--- src/rtl/core/bst_pkg.sv ---
package bst_pkg;

   localparam int OFFSET_BITS = 16;
   localparam int QUEUE_DEPTH = 4;
   localparam int QUEUE_PTR_BITS = $clog2(QUEUE_DEPTH);
   localparam int RSP_DATA_BITS = 40;

   localparam logic [4:0] KIND_EOF     = 5'd0;
   localparam logic [4:0] KIND_IDENT   = 5'd1;
   localparam logic [4:0] KIND_NUMBER  = 5'd2;
   localparam logic [4:0] KIND_STRING  = 5'd3;
   localparam logic [4:0] KIND_PRINT   = 5'd4;
   localparam logic [4:0] KIND_IF      = 5'd5;
   localparam logic [4:0] KIND_ELSE    = 5'd6;
   localparam logic [4:0] KIND_WHILE   = 5'd7;
   localparam logic [4:0] KIND_EQEQ    = 5'd8;
   localparam logic [4:0] KIND_ASSIGN  = 5'd9;
   localparam logic [4:0] KIND_LE      = 5'd10;
   localparam logic [4:0] KIND_PERCENT = 5'd11;
   localparam logic [4:0] KIND_PLUS    = 5'd12;
   localparam logic [4:0] KIND_MINUS   = 5'd13;
   localparam logic [4:0] KIND_STAR    = 5'd14;
   localparam logic [4:0] KIND_SLASH   = 5'd15;
   localparam logic [4:0] KIND_SEMI    = 5'd16;
   localparam logic [4:0] KIND_LPAREN  = 5'd17;
   localparam logic [4:0] KIND_RPAREN  = 5'd18;
   localparam logic [4:0] KIND_LBRACE  = 5'd19;
   localparam logic [4:0] KIND_RBRACE  = 5'd20;
   localparam logic [4:0] KIND_UNKNOWN = 5'd21;

   // keyword text, first character in the low byte
   localparam logic [39:0] WORD_PRINT = 40'h746E697270;
   localparam logic [39:0] WORD_IF    = 40'h0000006669;
   localparam logic [39:0] WORD_ELSE  = 40'h0065736C65;
   localparam logic [39:0] WORD_WHILE = 40'h656C696877;

   typedef logic [OFFSET_BITS-1:0] offset_type;

   typedef struct packed {
      logic [4:0]  kind;
      logic [15:0] start;
      logic [15:0] length;
   } token_type;

   // one or two tokens caused by the same input byte
   typedef struct packed {
      logic      two;
      token_type tok0;
      token_type tok1;
   } entry_type;

   function automatic logic [15:0] clip16(offset_type v);
      logic [OFFSET_BITS+15:0] wide;
      wide = {16'd0, v};
      if (wide > (OFFSET_BITS+16)'(16'hFFFF)) begin
         return 16'hFFFF;
      end
      return wide[15:0];
   endfunction

   function automatic offset_type sat_inc(offset_type v);
      if (v == '1) begin
         return v;
      end
      return v + offset_type'(1);
   endfunction

   function automatic token_type make_token(logic [4:0] kind, offset_type start,
                                            offset_type length);
      token_type t;
      t.kind   = kind;
      t.start  = clip16(start);
      t.length = clip16(length);
      return t;
   endfunction

endpackage

--- src/rtl/core/byte_stream_tokenizer.sv ---
// Streaming lexer: source text enters one byte per transaction on req_ (byte 0 ends
// the text) and tokens leave on rsp_ as kind, start offset and length, with tlast
// on the final token caused by a byte. The lexer front end takes a byte every
// cycle while the queue has room and turns it into zero, one or two tokens in
// the same cycle; those go into a four-entry queue, and the back end sends one
// token per cycle while rsp_tready is high. Input rate is one byte per cycle as
// long as the queue has room; a byte that yields two tokens sends both on the
// output, so the output port sets the sustained rate when tokens come faster.
module byte_stream_tokenizer (
   input  logic                              clock,
   input  logic                              reset,
   input  logic                              req_tvalid,
   output logic                              req_tready,
   input  logic [7:0]                        req_tdata,  // byte_value
   output logic                              rsp_tvalid,
   input  logic                              rsp_tready,
   output logic [bst_pkg::RSP_DATA_BITS-1:0] rsp_tdata,  // token_kind, token_start,
                                                         // token_length, zero pad
   output logic                              rsp_tlast   // last_of_run
);

   logic               accept, push, full, pop, head_valid;
   bst_pkg::entry_type push_entry, head_entry;

   assign req_tready = !full;
   assign accept     = req_tvalid && req_tready;

   bst_front u_front (
      .clock      (clock),
      .reset      (reset),
      .accept     (accept),
      .byte_value (req_tdata),
      .push       (push),
      .push_entry (push_entry)
   );

   bst_queue u_queue (
      .clock      (clock),
      .reset      (reset),
      .push       (push),
      .push_entry (push_entry),
      .full       (full),
      .pop        (pop),
      .head_valid (head_valid),
      .head_entry (head_entry)
   );

   bst_back u_back (
      .clock      (clock),
      .reset      (reset),
      .head_valid (head_valid),
      .head_entry (head_entry),
      .pop        (pop),
      .rsp_tvalid (rsp_tvalid),
      .rsp_tready (rsp_tready),
      .rsp_tdata  (rsp_tdata),
      .rsp_tlast  (rsp_tlast)
   );

endmodule

--- src/rtl/core/bst_front.sv ---
module bst_front (
   input  logic               clock,
   input  logic               reset,
   input  logic               accept,
   input  logic [7:0]         byte_value,
   output logic               push,
   output bst_pkg::entry_type push_entry
);

   localparam logic [2:0] MODE_IDLE   = 3'd0;
   localparam logic [2:0] MODE_IDENT  = 3'd1;
   localparam logic [2:0] MODE_NUMBER = 3'd2;
   localparam logic [2:0] MODE_STRING = 3'd3;
   localparam logic [2:0] MODE_EQ     = 3'd4;
   localparam logic [2:0] MODE_LT     = 3'd5;

   logic [2:0]          mode_ff, mode_in;
   bst_pkg::offset_type pos_ff, pos_in;
   bst_pkg::offset_type pstart_ff, pstart_in;
   bst_pkg::offset_type plen_ff, plen_in;
   logic [39:0]         prefix_ff, prefix_in;

   logic is_space, is_digit, is_alpha;

   // what the byte does when no token is pending
   logic                fi_emit;
   logic [4:0]          fi_kind;
   logic [2:0]          fi_mode;
   logic                fi_begin;
   logic                fi_clear_len;

   logic                apply_idle;
   logic [1:0]          count;
   bst_pkg::token_type  tok0, tok1, fi_tok;
   logic [4:0]          id_kind;

   always_comb begin
      is_space = (byte_value == 8'd32) || (byte_value >= 8'd9 && byte_value <= 8'd13);
      is_digit = (byte_value >= "0") && (byte_value <= "9");
      is_alpha = ((byte_value >= "a") && (byte_value <= "z")) ||
                 ((byte_value >= "A") && (byte_value <= "Z"));
   end

   always_comb begin
      fi_emit      = 1'b0;
      fi_kind      = bst_pkg::KIND_UNKNOWN;
      fi_mode      = MODE_IDLE;
      fi_begin     = 1'b0;
      fi_clear_len = 1'b0;
      if (byte_value == 8'd0) begin
         fi_emit = 1'b1;
         fi_kind = bst_pkg::KIND_EOF;
      end else if (is_space) begin
         fi_emit = 1'b0;
      end else if (is_alpha) begin
         fi_mode  = MODE_IDENT;
         fi_begin = 1'b1;
      end else if (is_digit) begin
         fi_mode  = MODE_NUMBER;
         fi_begin = 1'b1;
      end else begin
         case (byte_value)
            "\"": begin
               fi_mode      = MODE_STRING;
               fi_begin     = 1'b1;
               fi_clear_len = 1'b1;
            end
            "=": begin
               fi_mode  = MODE_EQ;
               fi_begin = 1'b1;
            end
            "<": begin
               fi_mode  = MODE_LT;
               fi_begin = 1'b1;
            end
            "%": begin fi_emit = 1'b1; fi_kind = bst_pkg::KIND_PERCENT; end
            "+": begin fi_emit = 1'b1; fi_kind = bst_pkg::KIND_PLUS;    end
            "-": begin fi_emit = 1'b1; fi_kind = bst_pkg::KIND_MINUS;   end
            "*": begin fi_emit = 1'b1; fi_kind = bst_pkg::KIND_STAR;    end
            "/": begin fi_emit = 1'b1; fi_kind = bst_pkg::KIND_SLASH;   end
            ";": begin fi_emit = 1'b1; fi_kind = bst_pkg::KIND_SEMI;    end
            "(": begin fi_emit = 1'b1; fi_kind = bst_pkg::KIND_LPAREN;  end
            ")": begin fi_emit = 1'b1; fi_kind = bst_pkg::KIND_RPAREN;  end
            "{": begin fi_emit = 1'b1; fi_kind = bst_pkg::KIND_LBRACE;  end
            "}": begin fi_emit = 1'b1; fi_kind = bst_pkg::KIND_RBRACE;  end
            default: begin fi_emit = 1'b1; fi_kind = bst_pkg::KIND_UNKNOWN; end
         endcase
      end
      // EOF has length 0, every single-byte token length 1
      fi_tok = bst_pkg::make_token(fi_kind, pos_ff,
                  (byte_value == 8'd0) ? bst_pkg::offset_type'(0)
                                       : bst_pkg::offset_type'(1));
   end

   always_comb begin
      id_kind = bst_pkg::KIND_IDENT;
      if (plen_ff == bst_pkg::offset_type'(5) && prefix_ff == bst_pkg::WORD_PRINT) begin
         id_kind = bst_pkg::KIND_PRINT;
      end else if (plen_ff == bst_pkg::offset_type'(2) && prefix_ff == bst_pkg::WORD_IF) begin
         id_kind = bst_pkg::KIND_IF;
      end else if (plen_ff == bst_pkg::offset_type'(4) &&
                   prefix_ff == bst_pkg::WORD_ELSE) begin
         id_kind = bst_pkg::KIND_ELSE;
      end else if (plen_ff == bst_pkg::offset_type'(5) &&
                   prefix_ff == bst_pkg::WORD_WHILE) begin
         id_kind = bst_pkg::KIND_WHILE;
      end
   end

   always_comb begin
      mode_in    = mode_ff;
      pstart_in  = pstart_ff;
      plen_in    = plen_ff;
      prefix_in  = prefix_ff;
      apply_idle = 1'b0;
      count      = 2'd0;
      tok0       = fi_tok;
      tok1       = fi_tok;

      case (mode_ff)
         MODE_IDENT: begin
            if (is_alpha || is_digit) begin
               if (plen_ff < bst_pkg::offset_type'(5)) begin
                  prefix_in[8*plen_ff[2:0] +: 8] = byte_value;
               end
               plen_in = bst_pkg::sat_inc(plen_ff);
            end else begin
               tok0       = bst_pkg::make_token(id_kind, pstart_ff, plen_ff);
               count      = 2'd1;
               apply_idle = 1'b1;
            end
         end
         MODE_NUMBER: begin
            if (is_digit) begin
               plen_in = bst_pkg::sat_inc(plen_ff);
            end else begin
               tok0       = bst_pkg::make_token(bst_pkg::KIND_NUMBER, pstart_ff, plen_ff);
               count      = 2'd1;
               apply_idle = 1'b1;
            end
         end
         MODE_STRING: begin
            if (byte_value == "\"") begin
               tok0    = bst_pkg::make_token(bst_pkg::KIND_STRING,
                                             bst_pkg::sat_inc(pstart_ff), plen_ff);
               count   = 2'd1;
               mode_in = MODE_IDLE;
            end else if (byte_value == 8'd0) begin
               tok0       = bst_pkg::make_token(bst_pkg::KIND_UNKNOWN, pstart_ff,
                                                bst_pkg::offset_type'(0));
               count      = 2'd1;
               apply_idle = 1'b1;
            end else begin
               plen_in = bst_pkg::sat_inc(plen_ff);
            end
         end
         MODE_EQ, MODE_LT: begin
            if (byte_value == "=") begin
               tok0    = bst_pkg::make_token((mode_ff == MODE_EQ) ? bst_pkg::KIND_EQEQ
                                                                  : bst_pkg::KIND_LE,
                                             pstart_ff, bst_pkg::offset_type'(2));
               count   = 2'd1;
               mode_in = MODE_IDLE;
            end else begin
               tok0       = bst_pkg::make_token((mode_ff == MODE_EQ) ? bst_pkg::KIND_ASSIGN
                                                                     : bst_pkg::KIND_UNKNOWN,
                                                pstart_ff, bst_pkg::offset_type'(1));
               count      = 2'd1;
               apply_idle = 1'b1;
            end
         end
         default: begin
            apply_idle = 1'b1;
         end
      endcase

      if (apply_idle) begin
         mode_in = fi_mode;
         if (fi_begin) begin
            pstart_in = pos_ff;
            if (is_alpha || is_digit) begin
               plen_in = bst_pkg::offset_type'(1);
            end else if (fi_clear_len) begin
               plen_in = bst_pkg::offset_type'(0);
            end
            if (is_alpha) begin
               prefix_in = {32'd0, byte_value};
            end
         end
         if (fi_emit) begin
            // the idle token lands behind any token closed by this byte
            if (count == 2'd0) begin
               tok0 = fi_tok;
            end else begin
               tok1 = fi_tok;
            end
            count = count + 2'd1;
         end
      end

      if (byte_value == 8'd0) begin
         pos_in  = bst_pkg::offset_type'(0);
         mode_in = MODE_IDLE;
      end else begin
         pos_in = bst_pkg::sat_inc(pos_ff);
      end
   end

   always_comb begin
      push            = accept && (count != 2'd0);
      push_entry.two  = (count == 2'd2);
      push_entry.tok0 = tok0;
      push_entry.tok1 = tok1;
   end

   always_ff @(posedge clock) begin
      if (reset) begin
         mode_ff   <= MODE_IDLE;
         pos_ff    <= '0;
         pstart_ff <= '0;
         plen_ff   <= '0;
         prefix_ff <= '0;
      end else if (accept) begin
         mode_ff   <= mode_in;
         pos_ff    <= pos_in;
         pstart_ff <= pstart_in;
         plen_ff   <= plen_in;
         prefix_ff <= prefix_in;
      end
   end

endmodule

--- src/rtl/core/bst_queue.sv ---
module bst_queue (
   input  logic               clock,
   input  logic               reset,
   input  logic               push,
   input  bst_pkg::entry_type push_entry,
   output logic               full,
   input  logic               pop,
   output logic               head_valid,
   output bst_pkg::entry_type head_entry
);

   bst_pkg::entry_type mem [bst_pkg::QUEUE_DEPTH];

   logic [bst_pkg::QUEUE_PTR_BITS-1:0] wr_ff, wr_in, rd_ff, rd_in;
   logic [bst_pkg::QUEUE_PTR_BITS:0]   cnt_ff, cnt_in;

   always_comb begin
      full       = (cnt_ff == (bst_pkg::QUEUE_PTR_BITS+1)'(bst_pkg::QUEUE_DEPTH));
      head_valid = (cnt_ff != '0);
      head_entry = mem[rd_ff];
      wr_in      = push ? wr_ff + 1'b1 : wr_ff;
      rd_in      = pop ? rd_ff + 1'b1 : rd_ff;
      cnt_in     = cnt_ff;
      if (push && !pop) begin
         cnt_in = cnt_ff + 1'b1;
      end else if (pop && !push) begin
         cnt_in = cnt_ff - 1'b1;
      end
   end

   always_ff @(posedge clock) begin
      if (push) begin
         mem[wr_ff] <= push_entry;
      end
   end

   always_ff @(posedge clock) begin
      if (reset) begin
         wr_ff  <= '0;
         rd_ff  <= '0;
         cnt_ff <= '0;
      end else begin
         wr_ff  <= wr_in;
         rd_ff  <= rd_in;
         cnt_ff <= cnt_in;
      end
   end

endmodule

--- src/rtl/core/bst_back.sv ---
module bst_back (
   input  logic                                clock,
   input  logic                                reset,
   input  logic                                head_valid,
   input  bst_pkg::entry_type                  head_entry,
   output logic                                pop,
   output logic                                rsp_tvalid,
   input  logic                                rsp_tready,
   output logic [bst_pkg::RSP_DATA_BITS-1:0]   rsp_tdata,
   output logic                                rsp_tlast
);

   logic               valid_ff, valid_in;
   logic               sel_ff, sel_in;
   bst_pkg::entry_type cur_ff, cur_in;
   bst_pkg::token_type tok;
   logic               fire, last;

   always_comb begin
      tok        = sel_ff ? cur_ff.tok1 : cur_ff.tok0;
      last       = sel_ff || !cur_ff.two;
      fire       = valid_ff && rsp_tready;
      pop        = head_valid && (!valid_ff || (fire && last));
      rsp_tvalid = valid_ff;
      rsp_tlast  = last;
      rsp_tdata  = {3'd0, tok.length, tok.start, tok.kind};

      valid_in = valid_ff;
      sel_in   = sel_ff;
      cur_in   = cur_ff;
      if (pop) begin
         valid_in = 1'b1;
         sel_in   = 1'b0;
         cur_in   = head_entry;
      end else if (fire) begin
         if (last) begin
            valid_in = 1'b0;
         end else begin
            sel_in = 1'b1;
         end
      end
   end

   always_ff @(posedge clock) begin
      cur_ff <= cur_in;
   end

   always_ff @(posedge clock) begin
      if (reset) begin
         valid_ff <= 1'b0;
         sel_ff   <= 1'b0;
      end else begin
         valid_ff <= valid_in;
         sel_ff   <= sel_in;
      end
   end

endmodule

--- config.mk ---
export PLATFORM = sky130hd
export DESIGN_NAME = byte_stream_tokenizer
export DESIGN_NICKNAME = d
export VERILOG_FILES = /design/src/rtl/core/bst_pkg.sv /design/src/rtl/core/byte_stream_tokenizer.sv /design/src/rtl/core/bst_front.sv /design/src/rtl/core/bst_queue.sv /design/src/rtl/core/bst_back.sv
export SDC_FILE = /design/constraint.sdc
export NUM_CORES = 1
export LEC_CHECK = 0
export ABC_AREA = 1
export BUFFER_PORTS_ARGS = -buffer_cell sky130_fd_sc_hd__buf_2
export CORE_UTILIZATION = 30
export DETAILED_ROUTE_END_ITERATION = 12
export MAX_ROUTING_LAYER = met4
export PLACE_DENSITY_LB_ADDON = 0.08
export SYNTH_ARGS = -nofsm -noshare
export SYNTH_HDL_FRONTEND = slang
export SYNTH_SLANG_ARGS = --single-unit
--- constraint.sdc ---
create_clock -name clock -period 12.1 [get_ports clock]
set_input_delay 1.815 -clock clock [delete_from_list [all_inputs] [get_ports clock]]
set_output_delay 1.815 -clock clock [all_outputs]
set_load 0.01 [all_outputs]
== Word-level counts from Yosys, hierarchy flattened ==
Memories as Yosys holds them, arrays and structs flattened. A register that Yosys moved wholly into a read port is not among the register bits.
Cells that the tools add are included.

* Register bits after elaboration: 116
* RAM bits: 240
* Input bits: 12
* Word-level logic and storage cells: 211
* Memories kept: 1

{| class="wikitable"
|+ Memories
! name !! depth !! width !! rd ports !! clocked after Yosys merged registers in !! wr ports !! RTL line !! source
|-
| u_queue.mem || 4 || 60 || 1 || 1 || 1 || bst_queue.sv:12 || <nowiki>bst_pkg::entry_type mem [bst_pkg::QUEUE_DEPTH];</nowiki>
|}

* Add/sub/neg operators: 9
* $lt $le $gt $ge: 9
* Equality and inequality tests: 34
* Shift-type cells: 2
* Multiplexer cells: 103
* Bitwise logic cells: 1
* Reduce and logical (&&, ||, !) cells: 41

{| class="wikitable"
|+ Operators with widths
! cell !! number
|-
| $mux 37 || 9
|-
| $mux 16 || 16
|-
| $mux 40 || 6
|-
| $pmux 37 s4 || 1
|-
| $eq 8x6->1 const B || 12
|-
| $eq 40x39->1 const B || 2
|-
| $pmux 5 s10 || 1
|-
| $add 16x1->16 const B || 3
|-
| $eq 16x16->1 const B || 3
|-
| $pmux 16 s3 || 1
|-
| $mux 1 || 42
|-
| $bwmux 40 || 1
|-
| $eq 40x15->1 const B || 1
|-
| $eq 40x31->1 const B || 1
|-
| $mux 5 || 8
|-
| $shift 8x34->40 const A || 1
|-
| $shiftx 8x34->40 || 1
|-
| $neg 6->34 || 1
|-
| $eq 16x3->1 const B || 2
|-
| $mux 3 || 10
|-
| $eq 16x2->1 const B || 1
|-
| $eq 8x7->1 const B || 2
|-
| $ge 8x7->1 const B || 2
|-
| $le 8x7->1 const B || 2
|-
| other kinds (33) || 70
|}

== Longest topological paths before layout ==
* Word-level depth: 15
* Mapped depth: 22
* Gate-level depth less buffers: 21

== Modules after synthesis ==
Synthesis repeated with hierarchy kept, for this count alone.

* Cells, all modules: 2183
* Area total of the unflattened synthesis: 22411.5 sq um

{| class="wikitable"
|+ Modules (own cells, without submodules)
! module !! instances !! cells an instance !! area an instance (sq um) !! sequential area each (sq um)
|-
| bst_queue || 1 || 784 || 12321.8 || 9188.8
|-
| bst_front || 1 || 1184 || 7210.7 || 1821.7
|-
| bst_back || 1 || 212 || 2865.2 || 2292.2
|-
| byte_stream_tokenizer || 1 || 3 || 13.8 || 0.0
|}

== Worst setup path after synthesis ==
No wires, ideal clock.

* Path kind: input to register
* From: input port req_tdata[3]
* To: memory u_queue.mem[0][0] (netlist bit) (enable)
* Library setup time: 0.478 ns
* Arrival time: 5.966 ns
* Setup slack: 5.655 ns
* Stages on the path: 15
* Path buffers: 1
* Path through: buf_2 nor2_4 nand2_2 nand2_1 nand2_1 nand2_4 nand3_4 inv_1 nor2_1 nand2_1 ha_1 nor2_1 nand2_1 nand3_2 nor2_1

* Word-level cells in the longest chain between the ends: 13
* Elaborated cells on any way between the ends: 44
* Those cells by class: add/sub: 1; order compare: 8; eq/ne: 4; mux: 20; reduce/logical: 11

{| class="wikitable"
|+ Ends and longest elaborated chain
! what !! RTL line !! source
|-
| start: declaration || byte_stream_tokenizer.sv:14 || <nowiki>input logic [7:0] req_tdata,</nowiki>
|-
| $ge 8x7->1, or another cell as far along || bst_front.sv:40 || <nowiki>is_alpha = ((byte_value >= "a") && (byte_value <= "z")) ||</nowiki>
|-
| $logic_and 1x1->1, or another cell as far along || bst_front.sv:40 ||
|-
| $logic_or 1x1->1 or $mux 1 (tied branches) || bst_front.sv:40, bst_front.sv:62 ||
|-
| $logic_or 1x1->1 or $mux 1 (tied branches) || bst_front.sv:122, bst_front.sv:58 ||
|-
| $mux 1 (on tied branches) || bst_front.sv:122, bst_front.sv:55 ||
|-
| $pmux 2 s4 or $mux 1 (tied branches) || bst_front.sv:120, bst_front.sv:53 ||
|-
| $add 2x1->2 or $mux 1 (tied branches) || bst_front.sv:197, bst_front.sv:50 ||
|-
| $mux 2 || bst_front.sv:190 || <nowiki>if (fi_emit) begin</nowiki>
|-
| $mux 2 (*) || bst_front.sv:177 || <nowiki>if (apply_idle) begin</nowiki>
|-
| $reduce_bool 2->1 (*) || bst_front.sv:210 || <nowiki>push = accept && (count != 2'd0);</nowiki>
|-
| $logic_and 1x1->1 (*) || bst_front.sv:210 ||
|-
| $mux 1 (*) || bst_queue.sv:32 || <nowiki>if (push) begin</nowiki>
|-
| $mux 1 (implied by the code) (*) || bst_queue.sv:33 || <nowiki>mem[wr_ff] <= push_entry;</nowiki>
|-
| end: declaration || bst_queue.sv:12 ||
|}

Every way passes the cells marked *; elsewhere a longest branch is shown, timed or not.

== Final worst setup path ==
* From: input port req_tdata[0]
* To: memory u_queue.mem[0][52] (netlist bit) (enable)

Same word-level chain as after synthesis.

==> results by group <==
Pwr
  • PD cells: 199 nW/um2
  • Peak supply drop: 0.0918 mV
  • Clock power share: 0.334
  • Leak pwr: 7.90 nW
  • Net switching power figure: 0.00139 W
  • P_int: 0.00287 W
  • Sw Share: 0.326
  • Reg power frac: 0.442
  • Combinational cell fraction of total power: 0.225

Layout
  • Final Net Count: 2,121
  • Area Overhead vs Synth: 13.8%
  • Fill count: 6,295
  • Core Util, Final: 0.346
  • Most common cell after layout, fill and taps aside: nor2_1
  • Commonest cells after routing, fill and taps aside: 382 x nor2_1, 348 x nand2_1, 300 x edfxtp_1
  • Fraction of layout cells with a size suffix above 1: 0.0937
  • Finished Cell Area: 21,400 um2

Detailed routing
  • Via/cell ratio: 4.92
  • DRT Pass-1 Iters: 5
  • Vias: 14,600
  • Final ANT Viol Nets: 0
  • Initial DRC Count: 842
  • Routed WL per cell: 20.4 um
  • WL final: 60.5 mm
  • Drt drc: 0

Setup path
  • Crit-path cells: buf_2, nor2_4, nand2_2, nor2_8, inv_2, nand2_1, nand2_1, nand2_1, nor2_1, nand2_1, ha_1, nor2_1, nand2_1, nand3_2, nor2_4, buf_4
  • Kind of critical path: in2reg
  • CP max FO: 38
  • CP Data Required Time: 12.32 ns
  • Data arrival, critical path: 5.79 ns
  • Most used cell, CP: nand2_1
  • CP max-delay cell: nor2_4
  • Endpoint class of the critical path: flop
  • CP top delay family: simple AND/OR/NAND/NOR gates
  • Worst Setup Start Kind: input port
  • CP peak stage delay: 0.75 ns
  • CP bufs+invs: 3

GRT
  • Initial antenna violation count: 1
  • Largest net degree at the start of global routing: 81
  • Tot GR Track Use: 0.196
  • Total gr overflow: 0
  • Vias in the first global route: 14,200
  • First-pass GRT wire length: 91.2 mm

Yosys
  • FFs w/ async S/R, synth: 0
  • Avg Synthesized Cell Area: 9.07 um2
  • EDFF count, synth: 300
  • Syn. warnings: 0
  • #FFs+latches synth: 400
  • Seq/Total Area, Yosys: 0.585
  • Gate Count Post-Synth: 2,074
  • Top FF cell, synth: edfxtp_1
  • Synthesized cell area: 18,800 um2
  • Post-synth cell types: 49

STA
  • Min Tclk post-route: 5.57 ns
  • Final Skew: 0.0249 ns
  • Final setup viols: 0
  • Slew margin rel.: 0.293
  • Hold_ws: 0.484 ns
  • Setup TNS: 0 ns
  • Hold Vio Cnt, Final: 0
  • RSZ-0062 raised after global routing: no
  • Period utilisation layout: 0.461
  • Actual slew at the worst max-slew pin: 1.06 ns
  • Fmax: 0.179 GHz
  • Final slew viol count: 0

Floorplanning
  • Die ar.: 63,700 um2
  • # IOs: 55
  • CORE AREA: 61,800 um2
  • Die width: 252 um
  • Die height: 252 um
  • Starting density of the core: 0.304
  • Row count: 91

Clock tree
  • Total CTS buffers: 47
  • Longest Clk Path Bufs: 3
  • Resize count post-CTS: 0
  • H-tree levels: 2
  • Clock Sinks: 400
  • Post-CTS setup buffers: 0
  • Root Buffer: clkbuf_16
  • CTS tree: done
  • Hold_buf cts: 0
  • Clock insertion delay at the later pin of the skew report: 0.59 ns
  • Clock Pin Slew Worst Setup and Hold Paths: 0.06 ns

Placement
  • Final GP Congestion: 0.898
  • IO Port Bufs: 51
  • Post-placement cell area: 19,900 um2
  • Hpwl dp: 40.0 mm

Run
  • Number of max-cap violations: 0

Outcome
  • Run status: complete, no violations

Worst hold path
  • Type of the tightest min-delay check: reg2reg
area by class of cell:
type | instances | area, um2 | share of cell area
Sequential cell | 400 | 11000 | 0.515
Multi-Input combinational cell | 1397 | 6740 | 0.315
Clock buffer | 64 | 1290 | 0.0603
Tap cell | 837 | 1050 | 0.0489
Inverter | 183 | 688 | 0.0321
Timing Repair Buffer | 66 | 368 | 0.0172
Clock inverter | 24 | 259 | 0.0121
Antenna cell | 1 | 2.50 | 0.000117
registers in the layout, indices dropped and copies added (netlist names):
register / flops
u_back.cur_ff: 60
u_back.rsp_tvalid: 1
u_back.sel_ff: 1
u_front.mode_ff: 3
u_front.plen_ff: 16
u_front.pos_ff: 16
u_front.prefix_ff: 40
u_front.pstart_ff: 16
u_queue.cnt_ff: 3
u_queue.mem: 240
u_queue.rd_ff: 2
u_queue.wr_ff: 2
power groups by stage:
stage / Combinational [W] / Clock [W] / Sequential (W)
detailed placement: 0.000990 / 0 / 0.00191
floorplan: 0.000632 / 0 / 0.00187
CTS: 0.000993 / 0.00146 / 0.00189
global placement: 0.000991 / 0 / 0.00191
finish: 0.000957 / 0.00142 / 0.00188
global route: 0.00108 / 0.00151 / 0.00191
path summary, 6_finish.rpt:
kind	from	endpoint	slack [ns]	cells past startpoint
worst max register to register	u_front.mode_ff[2]$_SDFFE_PP0P_	u_queue.mem[0][52]$_DFFE_PP_	7.82	13
worst max-delay path	req_tdata[0]	u_queue.mem[0][52]$_DFFE_PP_	6.53	16
worst min-delay path	u_front.plen_ff[10]$_SDFFE_PP0P_	u_front.plen_ff[10]$_SDFFE_PP0P_	0.48	2
worst min register to register	u_front.plen_ff[10]$_SDFFE_PP0P_	u_front.plen_ff[10]$_SDFFE_PP0P_	0.48	2
logic make-up (layout without fill, tap and decap cells):
| group | after synthesis | after routing | share of synthesized area |
|---|---|---|---|
| AND/OR/NAND/NOR | 954 | 954 | 0.218 |
| XOR/XNOR | 17 | 17 | 0.00791 |
| adder cells (fa/ha/maj) | 14 | 14 | 0.00971 |
| AO/OA/AOI/OAI | 409 | 409 | 0.120 |
| flip-flops | 400 | 400 | 0.585 |
| buffers and inverters | 279 | 337 | 0.0592 |
| other | 1 | 4 | 0.000199 |
through the flow:
stage,power (W),cells,worst slack [ns]
after global routing,0.00450,2971,6.15
final,0.00426,2972,6.53
after detailed placement,0.00290,2883,5.88
after global placement,0.00290,2883,6.00
after CTS,0.00434,2971,6.49
after floorplan,0.00250,2076,5.66
layer usage:
layer	wire length, um	share of wire	global-route usage	vias up
li1	-	-	-	7150
met2	27600	0.46	0.301	303
met1	28800	0.48	0.266	7080
met5	0	0	-	-
met4	1700	0.028	0.0618	0
met3	2480	0.041	0.0292	90
worst min-delay path, cell delays in order (launching register included):
cell,delay (ns)
dfxtp_1,0.32
nand2_1,0.06
a21oi_1,0.05
synth_stat cells, types with 7 or more instances:
cell | number | area share
inv_2 | 14 | 0.0028
nor2_1 | 387 | 0.077
inv_1 | 166 | 0.033
nor4_1 | 9 | 0.0030
xor2_1 | 16 | 0.0074
nor3_1 | 46 | 0.012
o21ai_1 | 11 | 0.0029
a21oi_1 | 83 | 0.022
a22oi_1 | 7 | 0.0028
o21a_1 | 7 | 0.0028
ha_1 | 13 | 0.0086
nand4_1 | 32 | 0.011
clkbuf_1 | 64 | 0.013
buf_1 | 9 | 0.0018
nand3_1 | 88 | 0.023
edfxtp_1 | 300 | 0.48
nand2_2 | 9 | 0.0030
buf_2 | 14 | 0.0037
o21ai_0 | 203 | 0.054
dfxtp_1 | 100 | 0.11
o2111ai_1 | 8 | 0.0037
o22ai_1 | 67 | 0.022
nand2_1 | 348 | 0.069
(Power assumes the default switching activity.)
